### config.mk
export PLATFORM = sky130hd
export DESIGN_NAME = streaming_k_nearest_select
export DESIGN_NICKNAME = d
export VERILOG_FILES = /design/src/hdl/sknn_pkg.sv /design/src/hdl/sknn_ram.sv /design/src/hdl/streaming_k_nearest_select.sv
export SDC_FILE = /design/constraint.sdc
export NUM_CORES = 2
export LEC_CHECK = 0
export BUFFER_PORTS_ARGS = -buffer_cell sky130_fd_sc_hd__buf_2
export CAP_MARGIN = 20
export CORE_AREA = 2 2 310 466
export DETAILED_ROUTE_END_ITERATION = 10
export DIE_AREA = 0 0 312 468
export MAX_ROUTING_LAYER = met4
export PLACE_DENSITY = 0.79
export SYNTH_ARGS = -nofsm -noshare
export SYNTH_HDL_FRONTEND = slang
export SYNTH_SLANG_ARGS = --single-unit
### constraint.sdc
create_clock -name i_clk -period 12.35 [get_ports i_clk]
set_clock_uncertainty 0.1 [all_clocks]
set_input_delay 1.235 -clock i_clk [delete_from_list [all_inputs] [get_ports i_clk]]
set_output_delay 1.235 -clock i_clk [all_outputs]
set_load 0.01 [all_outputs]
### src/hdl/sknn_pkg.sv
// ============================================================================
// sknn_pkg: shared constants and types for the k-nearest selector
// Holds the store geometry, register codes, command function codes and the RAM request type.
// ============================================================================
package sknn_pkg;
    localparam int unsigned K_MAX   = 32;
    localparam int unsigned AW      = $clog2(K_MAX);
    localparam int unsigned CW      = $clog2(K_MAX + 1);
    localparam int unsigned EW      = 64;

    localparam logic [0:0] REG_K_LIMIT = 1'd0;
    localparam logic [0:0] REG_SKIP    = 1'd1;

    localparam logic FUNC_OFFER = 1'b0;
    localparam logic FUNC_END   = 1'b1;

    typedef struct packed {
        logic          we;
        logic [AW-1:0] waddr;
        logic [EW-1:0] wdata;
        logic [AW-1:0] raddr;
    } t_mem_req;
endpackage

### src/hdl/sknn_ram.sv
// ============================================================================
// sknn_ram: entry store
// One write port, one read port with a registered read.
// ============================================================================
module sknn_ram (
    input  logic                  i_clk,
    input  sknn_pkg::t_mem_req    i_req,
    output logic [sknn_pkg::EW-1:0] o_rdata
);
    logic [sknn_pkg::EW-1:0] r_mem [sknn_pkg::K_MAX];

    always_ff @(posedge i_clk) begin
        if (i_req.we) begin
            r_mem[i_req.waddr] <= i_req.wdata;
        end
        o_rdata <= r_mem[i_req.raddr];
    end
endmodule

### src/hdl/streaming_k_nearest_select.sv
// ============================================================================
// streaming_k_nearest_select: keeps the k closest candidates to a query
// Sorted list in one RAM; insertion shifts entries up one at a time while busy is held.
// ============================================================================
// channel   direction  handshake                 words
// command   in         start & !busy             func, id, distance, flags
// result    out        o_strobe (one cycle)      id, distance, last, empty
// config    in         APB write, pready = 1     k_limit, skip_connected
//
// An offer dropped by its flags goes straight back to idle; an offer
// rejected by a full store ends after a read of the tail entry. An insertion
// walks the list from the tail down, a RAM read then a write per entry moved.
// A drain reads each entry through the store's read port and then shows it
// as a result word, the final one with last; an empty drain shows empty.
// Reset clears count, registers and sequencer; RAM contents are not cleared.
// Results cannot be stalled; the block holds busy until a drain completes.
// ============================================================================
module streaming_k_nearest_select (
    input  logic        i_clk,
    input  logic        i_rst_n,
    input  logic        start,
    output logic        busy,
    input  logic        i_func,
    input  logic [31:0] i_vertex_id,
    input  logic [31:0] i_distance,
    input  logic        i_dist_infinite,
    input  logic        i_is_self,
    input  logic        i_already_connected,
    output logic        o_strobe,
    output logic [31:0] o_neighbor_id,
    output logic [31:0] o_neighbor_distance,
    output logic        o_last,
    output logic        o_empty_res,
    input  logic        psel,
    input  logic        penable,
    input  logic        pwrite,
    input  logic [2:0]  paddr,
    input  logic [31:0] pwdata,
    output logic [31:0] prdata,
    output logic        pready
);
    localparam int unsigned AW = sknn_pkg::AW;
    localparam int unsigned CW = sknn_pkg::CW;
    localparam int unsigned EW = sknn_pkg::EW;

    localparam logic [2:0] S_IDLE  = 3'd0;
    localparam logic [2:0] S_TAIL  = 3'd1;  // tail read in flight
    localparam logic [2:0] S_SRD   = 3'd2;  // shift: read pos-1 issued
    localparam logic [2:0] S_SCMP  = 3'd3;  // shift: compare / move
    localparam logic [2:0] S_DRD   = 3'd4;  // drain read in flight
    localparam logic [2:0] S_DOUT  = 3'd5;

    logic [5:0]  r_k_limit;
    logic        r_skip;
    logic [2:0]  r_state, n_state;
    logic [CW-1:0] r_count, n_count;
    logic [CW-1:0] r_pos, n_pos;
    logic [EW-1:0] r_key;
    logic [EW-1:0] w_rdata;
    sknn_pkg::t_mem_req w_req;
    logic [CW-1:0] w_k;
    logic          w_wr;
    logic [AW-1:0] w_paddr_idx;

    assign pready = 1'b1;
    assign w_wr   = psel && penable && pwrite;
    assign w_paddr_idx = '0;
    assign w_k = (r_k_limit == 6'd0 || {1'b0, r_k_limit} > 7'(sknn_pkg::K_MAX))
                 ? CW'(sknn_pkg::K_MAX) : CW'(r_k_limit);

    always_comb begin
        case (paddr[2])
            sknn_pkg::REG_K_LIMIT: prdata = {26'd0, r_k_limit};
            sknn_pkg::REG_SKIP:    prdata = {31'd0, r_skip};
            default:               prdata = '0;
        endcase
    end

    always_ff @(posedge i_clk) begin
        if (!i_rst_n) begin
            r_k_limit <= '0;
            r_skip    <= 1'b0;
        end else if (w_wr && paddr[1:0] == 2'd0) begin
            if (paddr[2] == sknn_pkg::REG_K_LIMIT) r_k_limit <= pwdata[5:0];
            else                                   r_skip    <= pwdata[0];
        end
    end

    sknn_ram u_ram (.i_clk(i_clk), .i_req(w_req), .o_rdata(w_rdata));

    assign busy = (r_state != S_IDLE);

    always_comb begin
        n_state = r_state;
        n_count = r_count;
        n_pos   = r_pos;
        w_req.we    = 1'b0;
        w_req.waddr = w_paddr_idx;
        w_req.wdata = r_key;
        w_req.raddr = w_paddr_idx;
        case (r_state)
            S_IDLE: begin
                w_req.raddr = AW'(r_count - CW'(1));
                if (start) begin
                    if (i_func == sknn_pkg::FUNC_END) begin
                        n_pos = '0;
                        if (r_count == '0) n_state = S_DOUT;
                        else begin
                            w_req.raddr = '0;
                            n_state = S_DRD;
                        end
                    end else if (!(i_is_self || i_dist_infinite ||
                                   (r_skip && i_already_connected))) begin
                        n_state = S_TAIL;
                    end
                end
            end
            S_TAIL: begin
                // tail entry on w_rdata
                if (r_count < w_k) begin
                    n_pos = r_count;
                    n_count = r_count + CW'(1);
                    n_state = S_SRD;
                end else if (r_count != '0 && r_key[63:32] < w_rdata[63:32]) begin
                    n_pos = r_count - CW'(1);
                    n_state = S_SRD;
                end else begin
                    n_state = S_IDLE;
                end
            end
            S_SRD: begin
                if (r_pos == '0) begin
                    w_req.we = 1'b1;
                    w_req.waddr = '0;
                    n_state = S_IDLE;
                end else begin
                    w_req.raddr = AW'(r_pos - CW'(1));
                    n_state = S_SCMP;
                end
            end
            S_SCMP: begin
                if (w_rdata > r_key) begin
                    w_req.we = 1'b1;
                    w_req.waddr = AW'(r_pos);
                    w_req.wdata = w_rdata;
                    n_pos = r_pos - CW'(1);
                    n_state = S_SRD;
                end else begin
                    w_req.we = 1'b1;
                    w_req.waddr = AW'(r_pos);
                    n_state = S_IDLE;
                end
            end
            S_DRD: begin
                w_req.raddr = AW'(r_pos);
                n_state = S_DOUT;
            end
            S_DOUT: begin
                n_pos = r_pos + CW'(1);
                w_req.raddr = AW'(r_pos + CW'(1));
                if (r_count == '0 || r_pos + CW'(1) == r_count) begin
                    n_count = '0;
                    n_state = S_IDLE;
                end else begin
                    n_state = S_DRD;
                end
            end
            default: n_state = S_IDLE;
        endcase
    end

    always_ff @(posedge i_clk) begin
        if (!i_rst_n) begin
            r_state <= S_IDLE;
            r_count <= '0;
            r_pos   <= '0;
        end else begin
            r_state <= n_state;
            r_count <= n_count;
            r_pos   <= n_pos;
        end
    end

    always_ff @(posedge i_clk) begin
        if (r_state == S_IDLE && start) r_key <= {i_distance, i_vertex_id};
    end

    // result word shown in S_DOUT; read data still valid (read re-issued in DRD)
    assign o_strobe            = (r_state == S_DOUT);
    assign o_empty_res         = (r_state == S_DOUT) && (r_count == '0);
    assign o_neighbor_id       = (r_count == '0) ? 32'd0 : w_rdata[31:0];
    assign o_neighbor_distance = (r_count == '0) ? 32'd0 : w_rdata[63:32];
    assign o_last = (r_state == S_DOUT) && (r_count != '0) &&
                    (r_pos + CW'(1) == r_count);

    a_count_bound: assert property (@(posedge i_clk) disable iff (!i_rst_n)
        r_count <= CW'(sknn_pkg::K_MAX))
        else $error("count above capacity");
    a_last_idle: assert property (@(posedge i_clk) disable iff (!i_rst_n)
        (o_last || o_empty_res) |=> (r_state == S_IDLE && r_count == '0))
        else $error("drain end did not empty store");
    a_strobe_busy: assert property (@(posedge i_clk) disable iff (!i_rst_n)
        o_strobe |-> busy)
        else $error("result outside busy");
endmodule

# ---- Word-level counts from Yosys, hierarchy flattened
# Memories as Yosys holds them, arrays and structs flattened. A register that Yosys moved wholly into a read port is not among the register bits.
# Index checks and enable logic that the tools add are counted.
dict set report classes {
  add_sub_neg 4
  mul 0
  n_div 0
  order_cmp 4
  n_eq_ne 13
  shifts 0
  n_mux 34
  bitwise_logic 1
  reduce_logical 27
}
# op n
set ops {}
lappend ops {{$mux W64} 2}
lappend ops {{$gt A64 B64 Y1} 1}
lappend ops {{$mux W32} 2}
lappend ops {{$pmux W32 S2} 1}
lappend ops {{$mux W6} 9}
lappend ops {{$lt A32 B32 Y1} 1}
lappend ops {{$pmux W6 S2} 2}
lappend ops {{$pmux W6 S4} 1}
lappend ops {{$mux W5} 4}
lappend ops {{$pmux W5 S4} 1}
lappend ops {{$logic_not A6 Y1} 3}
lappend ops {{$pmux W3 S6} 1}
lappend ops {{$add A6 B1 Y6 const B} 2}
lappend ops {{$mux W3} 4}
lappend ops {{$sub A6 B1 Y6 const B} 2}
lappend ops {{$logic_and A1 B1 Y1} 9}
lappend ops {{$mux W2} 4}
lappend ops {{$ne A2 B2 Y1 const B} 4}
lappend ops {{$eq A3 B2 Y1 const B} 2}
lappend ops {{$eq A3 B3 Y1 const B} 2}
lappend ops {{$eq A6 B6 Y1} 1}
lappend ops {{$gt A6 B6 Y1 const B} 1}
lappend ops {{$lt A6 B6 Y1} 1}
lappend ops {{$ne A3 B3 Y1 const B} 2}
lappend ops {{14 further kinds} 21}
dict set report word_totals {
  register_bits 86
  latchBits 0
  ramBits 2048
  romBits 0
  input_bits 109
  output_inout_bits 101
  wordCells 90
  n_memories 1
}
# name words width rd rd_clocked_by_memory_dff wr line_no
set mem_list {}
lappend mem_list {u_ram.r_mem 32 64 1 1 1 sknn_ram.sv:10} ;# logic [sknn_pkg::EW-1:0] r_mem [sknn_pkg::K_MAX];

# ---- Longest topological paths before layout
dict set report depth {
  word_depth 6
  depth_mapped 15
  depth_no_buf 10
}

# ---- Modules after synthesis
# A second synthesis with hierarchy kept.
dict set report hier_totals {
  hier_cells 3988
  hier_area_um2 86475.4
}
# mod n_inst cells_per_inst area_per_inst_um2 seq_area_each_um2
set modules_own_cells {}
lappend modules_own_cells {sknn_ram 1 3097 78964.5 62780.2}
lappend modules_own_cells {streaming_k_nearest_select 1 891 7511.0 2362.3}

# ---- Least setup slack after synthesis
# Ideal clock, no wire load.
dict set report synth_timing {
  path_type {reg2reg}
  from {reg r_pos[0]}
  to {mem u_ram.r_mem[16][0] (netlist name), enable pin}
  setup_time_ns 0.564
  arrival_time_ns 5.495
  required_ns 11.686
  slack_ns 6.190
  path_stages_with_launch 8
  n_path_buf 1
  period_less_slack_ns 6.160
  cell_sequence {dfxtp_1 buf_2 inv_1 ha_1 nand2_1 nor2_1 o21ai_1 nor3_1}
}
dict set report synth_via {
  elab_chain_len 5
}
# element line_no
set synth_rtl {}
lappend synth_rtl {{start: declaration} streaming_k_nearest_select.sv:57} ;# logic [CW-1:0] r_pos, n_pos;
lappend synth_rtl {{start signal: assignment} streaming_k_nearest_select.sv:180} ;# r_pos <= n_pos;
lappend synth_rtl {{$logic_not A6 Y1} streaming_k_nearest_select.sv:132} ;# if (r_pos == '0) begin
lappend synth_rtl {{$mux W6} streaming_k_nearest_select.sv:132}
lappend synth_rtl {{$pmux W6 S2 (*)} streaming_k_nearest_select.sv:101} ;# case (r_state)
lappend synth_rtl {{$mux W1} sknn_ram.sv:13} ;# if (i_req.we) begin
lappend synth_rtl {{$mux W1 (not written as such)} sknn_ram.sv:14} ;# r_mem[i_req.waddr] <= i_req.wdata;
lappend synth_rtl {{end: declaration} sknn_ram.sv:10}
# Mark *: on every way between the ends. The rest lies on a longest branch, timed or not.

# ---- Worst setup path in the final report
dict set report layout_timing {
  from {reg r_count[0]}
  to {reg u_ram.o_rdata[56] (netlist name) (read register of u_ram.r_mem)}
}
dict set report layout_via {
  elab_chain_len 5
  elab_cells_between_ends 6
  cone_classes {1 x add/sub; 4 x mux; 1 x reduce/logical}
}
# element line_no
set layout_rtl {}
lappend layout_rtl {{start: declaration} streaming_k_nearest_select.sv:56} ;# logic [CW-1:0] r_count, n_count;
lappend layout_rtl {{start signal: assignment} streaming_k_nearest_select.sv:179} ;# r_count <= n_count;
lappend layout_rtl {{$sub A6 B1 Y6 / $logic_not A6 Y1 (equally long branches)} -}
lappend layout_rtl {{$mux W5} streaming_k_nearest_select.sv:107} ;# if (r_count == '0) n_state = S_DOUT;
lappend layout_rtl {{$mux W5} streaming_k_nearest_select.sv:105} ;# if (i_func == sknn_pkg::FUNC_END) begin
lappend layout_rtl {{$mux W5 (*)} streaming_k_nearest_select.sv:104} ;# if (start) begin
lappend layout_rtl {{$pmux W5 S4 (*)} streaming_k_nearest_select.sv:101}
lappend layout_rtl {{end: declaration} sknn_ram.sv:8} ;# output logic [sknn_pkg::EW-1:0] o_rdata
# Marks and branches as above.
# A chain may end at the register's enable or synchronous reset.

==> results.sh <==
export IMPL_rows=170
export IMPL_multi_input_area_um2=20600
export IMPL_yosysTopAreaCell="edfxtp_1"
export IMPL_via_count=53811
export IMPL_tns_ns=0
export IMPL_clk_path_buf_depth=3
export IMPL_swShare_pct=35.12
export IMPL_slew_headroom_pct=18.62
export IMPL_worstPathCellList="inv_1 > ha_1 > nor4b_1 > a21o_1 > a221o_4 > buf_4 > nor2b_4 > buf_4 > buf_4 > nand3_1 > o2111ai_1 > nand4_1"
export IMPL_maxCapViolCount=0
export IMPL_leakage_nw=32.31
export IMPL_clock_fmax_mhz=181.3
export IMPL_post_cts_setup_buffer_count=0
export IMPL_cts_resized_gates=0
export IMPL_insertion_delay_ns=0.85
export IMPL_clock_tree_root_cell="clkbuf_16"
export IMPL_ys_ff_latch=2198
export IMPL_rsz0062_at_grt="false"
export IMPL_cts_hold_buffers_added=0
export IMPL_synth_ff_type="edfxtp_1"
export IMPL_crit_path_max_incr_delay_ns=0.81
export IMPL_seqPwrFrac_pct=40.4
export IMPL_synth_most_common_cell="edfxtp_1"
export IMPL_slew_viol_final=0
export IMPL_syn_area_um2=87640
export IMPL_internal_power_w=0.01425
export IMPL_avgSynthCellArea_um2=14.94
export IMPL_cp_arrival_ns=6.05
export IMPL_synth_top_area_share_pct=72.37
export IMPL_yosysWarnings=0
export IMPL_wl_um=230200
export IMPL_worst_pin_slew_ns=1.221
export IMPL_min_period_over_period_pct=44.66
export IMPL_final_min_clock_period_ns=5.515
export IMPL_dieHeight_um=468
export IMPL_fin_nets=6221
export IMPL_hold_viol=0
export IMPL_clkSinkCount=2198
export IMPL_first_pass_iters=8
export IMPL_synth_edf_count=2112
export IMPL_fill_cells=8872
export IMPL_synth_area_leaders="edfxtp_1 72%, nand2_1 4.8%, mux4_2 3.2%"
export IMPL_crit_path_frequent_cell="buf_4"
export IMPL_pin_count=210
export IMPL_setup_viol=0
export IMPL_end_kind="flop"
export IMPL_dieWidth_um=312
export IMPL_seq_area_um2=65140
export IMPL_grt_pass1_wl_um=330500
export IMPL_start_util_pct=61.68
export IMPL_p_clk_share_pct=27.5
export IMPL_gp_congestion=0.8710
export IMPL_synthDistinctLibCells=73
export IMPL_drt_wirelength_per_cell_um=28.54
export IMPL_ys_seq_area_share_pct=74.33
export IMPL_path_clk_slew_ns=0.07
export IMPL_p_per_area_nw_per_um2=226.5
export IMPL_grt_overflow_total=0
export IMPL_min_path_type="flop to flop"
export IMPL_path_max_fanout=59
export IMPL_drive_gt1_share_pct=13.21
export IMPL_switchingPower_w=0.007715
export IMPL_async_flop_share_pct=0
export IMPL_numCtsBuffers=189
export IMPL_die_area_um2=146000
export IMPL_place_detailed_hpwl_um=116500
export IMPL_synth_top_cells_by_count="2112 x edfxtp_1, 1119 x nand2_1, 277 x nand3_1"
export IMPL_power_frac_comb_pct=32.1
export IMPL_drt_iter0_markers=8000
export IMPL_status="completed"
export IMPL_cp_required_ns=12.89
export IMPL_critical_path_buf_inv_count=4
export IMPL_syn_to_final_growth_pct=10.69
export IMPL_syn_inst=5865
export IMPL_setup_ws_ns=6.835
export IMPL_grt_max_degree=189
export IMPL_post_drt_via_cell_ratio=6.671
export IMPL_startpoint_type="flop"
export IMPL_critPathKind="flop to flop"
export IMPL_antenna_found_initial=4
export IMPL_pre_cts_slack_ns=6.470
export IMPL_ir_worst_vdd_v=0.0002573
export IMPL_core_um2=142100
export IMPL_antenna_left=0
export IMPL_grt_use_total_pct=32.08
export IMPL_cts_tree="yes"
export IMPL_grt_pass1_vias=51368
export IMPL_numPortBuffers=156
export IMPL_path_delay_family="buffers and inverters"
export IMPL_htree_levels=4
export IMPL_drc=0
export IMPL_slowest_stage="buf_4"
-- cell type report --
type	count	area share, %
multi-input cells	3193	21.24
well taps	1892	2.440
clock inverters	88	1.037
flip-flops and latches	2198	67.15
clock buffers	269	5.501
inverters	103	0.3986
diodes	4	0.01032
repair buffers	320	2.221
-- stage by stage --
step | std cells | util [%] | power, W | cell area [um2] | hold slack [ns]
2_1_floorplan | 5890 | - | 0.01383 | 87730 | 0.3540
3_3_place_gp | 7697 | 63.71 | 0.01566 | 90520 | 0.4298
3_5_place_dp | 7697 | 63.71 | 0.01587 | 90520 | 0.4370
4_1_cts | 8054 | 68.17 | 0.02186 | 96860 | 0.4141
5_1_grt | 8064 | 68.27 | 0.02273 | 97000 | 0.4395
6_report | 8067 | 68.27 | 0.02197 | 97000 | 0.4369
-- path summary, 6_finish.rpt --
path / startpoint / endpoint / slack [ns] / cells past startpoint
setup reg to reg: r_count[0] / u_ram.o_rdata[56] / 6.84 / 12
hold / removal: r_skip / r_skip / 0.44 / 2
setup / recovery: r_count[0] / u_ram.o_rdata[56] / 6.84 / 12
hold reg to reg: r_skip / r_skip / 0.44 / 2
-- power groups by stage --
| stage | logic (W) | registers, W | clock network (W) |
|---|---|---|---|
| floorplan | 0.00495 | 0.00888 | 0 |
| global placement | 0.00664 | 0.00902 | 0 |
| global route | 0.00753 | 0.00888 | 0.00632 |
| detailed placement | 0.00684 | 0.00902 | 0 |
| finish | 0.00704 | 0.00888 | 0.00605 |
| CTS | 0.00692 | 0.00887 | 0.00607 |
-- layout by cell type (no fill, tap or decap), types with 20 or more instances in the layout --
cell and n:
edfxtp_1 2112, nand2_1 1119, nand3_1 277, and2_1 201
clkbuf_16 194, a211oi_1 172, a31oi_1 170, nand4_1 166
buf_2 156, buf_4 149, nor2_1 135, mux4_2 124
a22oi_1 118, ha_1 107, inv_1 103, mux2i_1 93
dfxtp_1 86, a32oi_1 80, clkbuf_1 55, o21ai_1 49
o21ai_0 48, a21oi_1 45, o2111ai_1 36, nor2_4 31
clkinv_2 29, conb_1 27, clkinv_1 20, clkbuf_8 20
-- worst min-delay path, stage by stage (launching register included) --
cell      delay, ns
dfxtp_1        0.35
nand2_1        0.07
a21boi_0       0.07
-- logic make-up after synthesis --
group           after synthesis  synth area share, %
compound gates              803                6.486
xor+xnor                     27               0.2855
fa+ha+maj                   107                1.528
buf+inv                     499                2.718
flops                      2198                74.33
mux                         219                4.274
other cells                   2             0.008569
simple gates               2010                10.37
-- flip-flops by register name, summed over array words and instances, names as in the netlist --
name,cells
r_count,6
r_k_limit,6
r_key,64
r_pos,6
r_skip,1
r_state,3
u_ram.o_rdata,64
u_ram.r_mem,2048
-- layer usage --
metal  vias up  part of all wire (%)  track usage, %
met5         -                     0               -
met1     26565                    34           40.67
met4         0                   4.7           14.15
met3       732                    12           5.922
met2      3984                    49           51.16
li1      22530                     -               -
(Power assumes the default switching activity.)
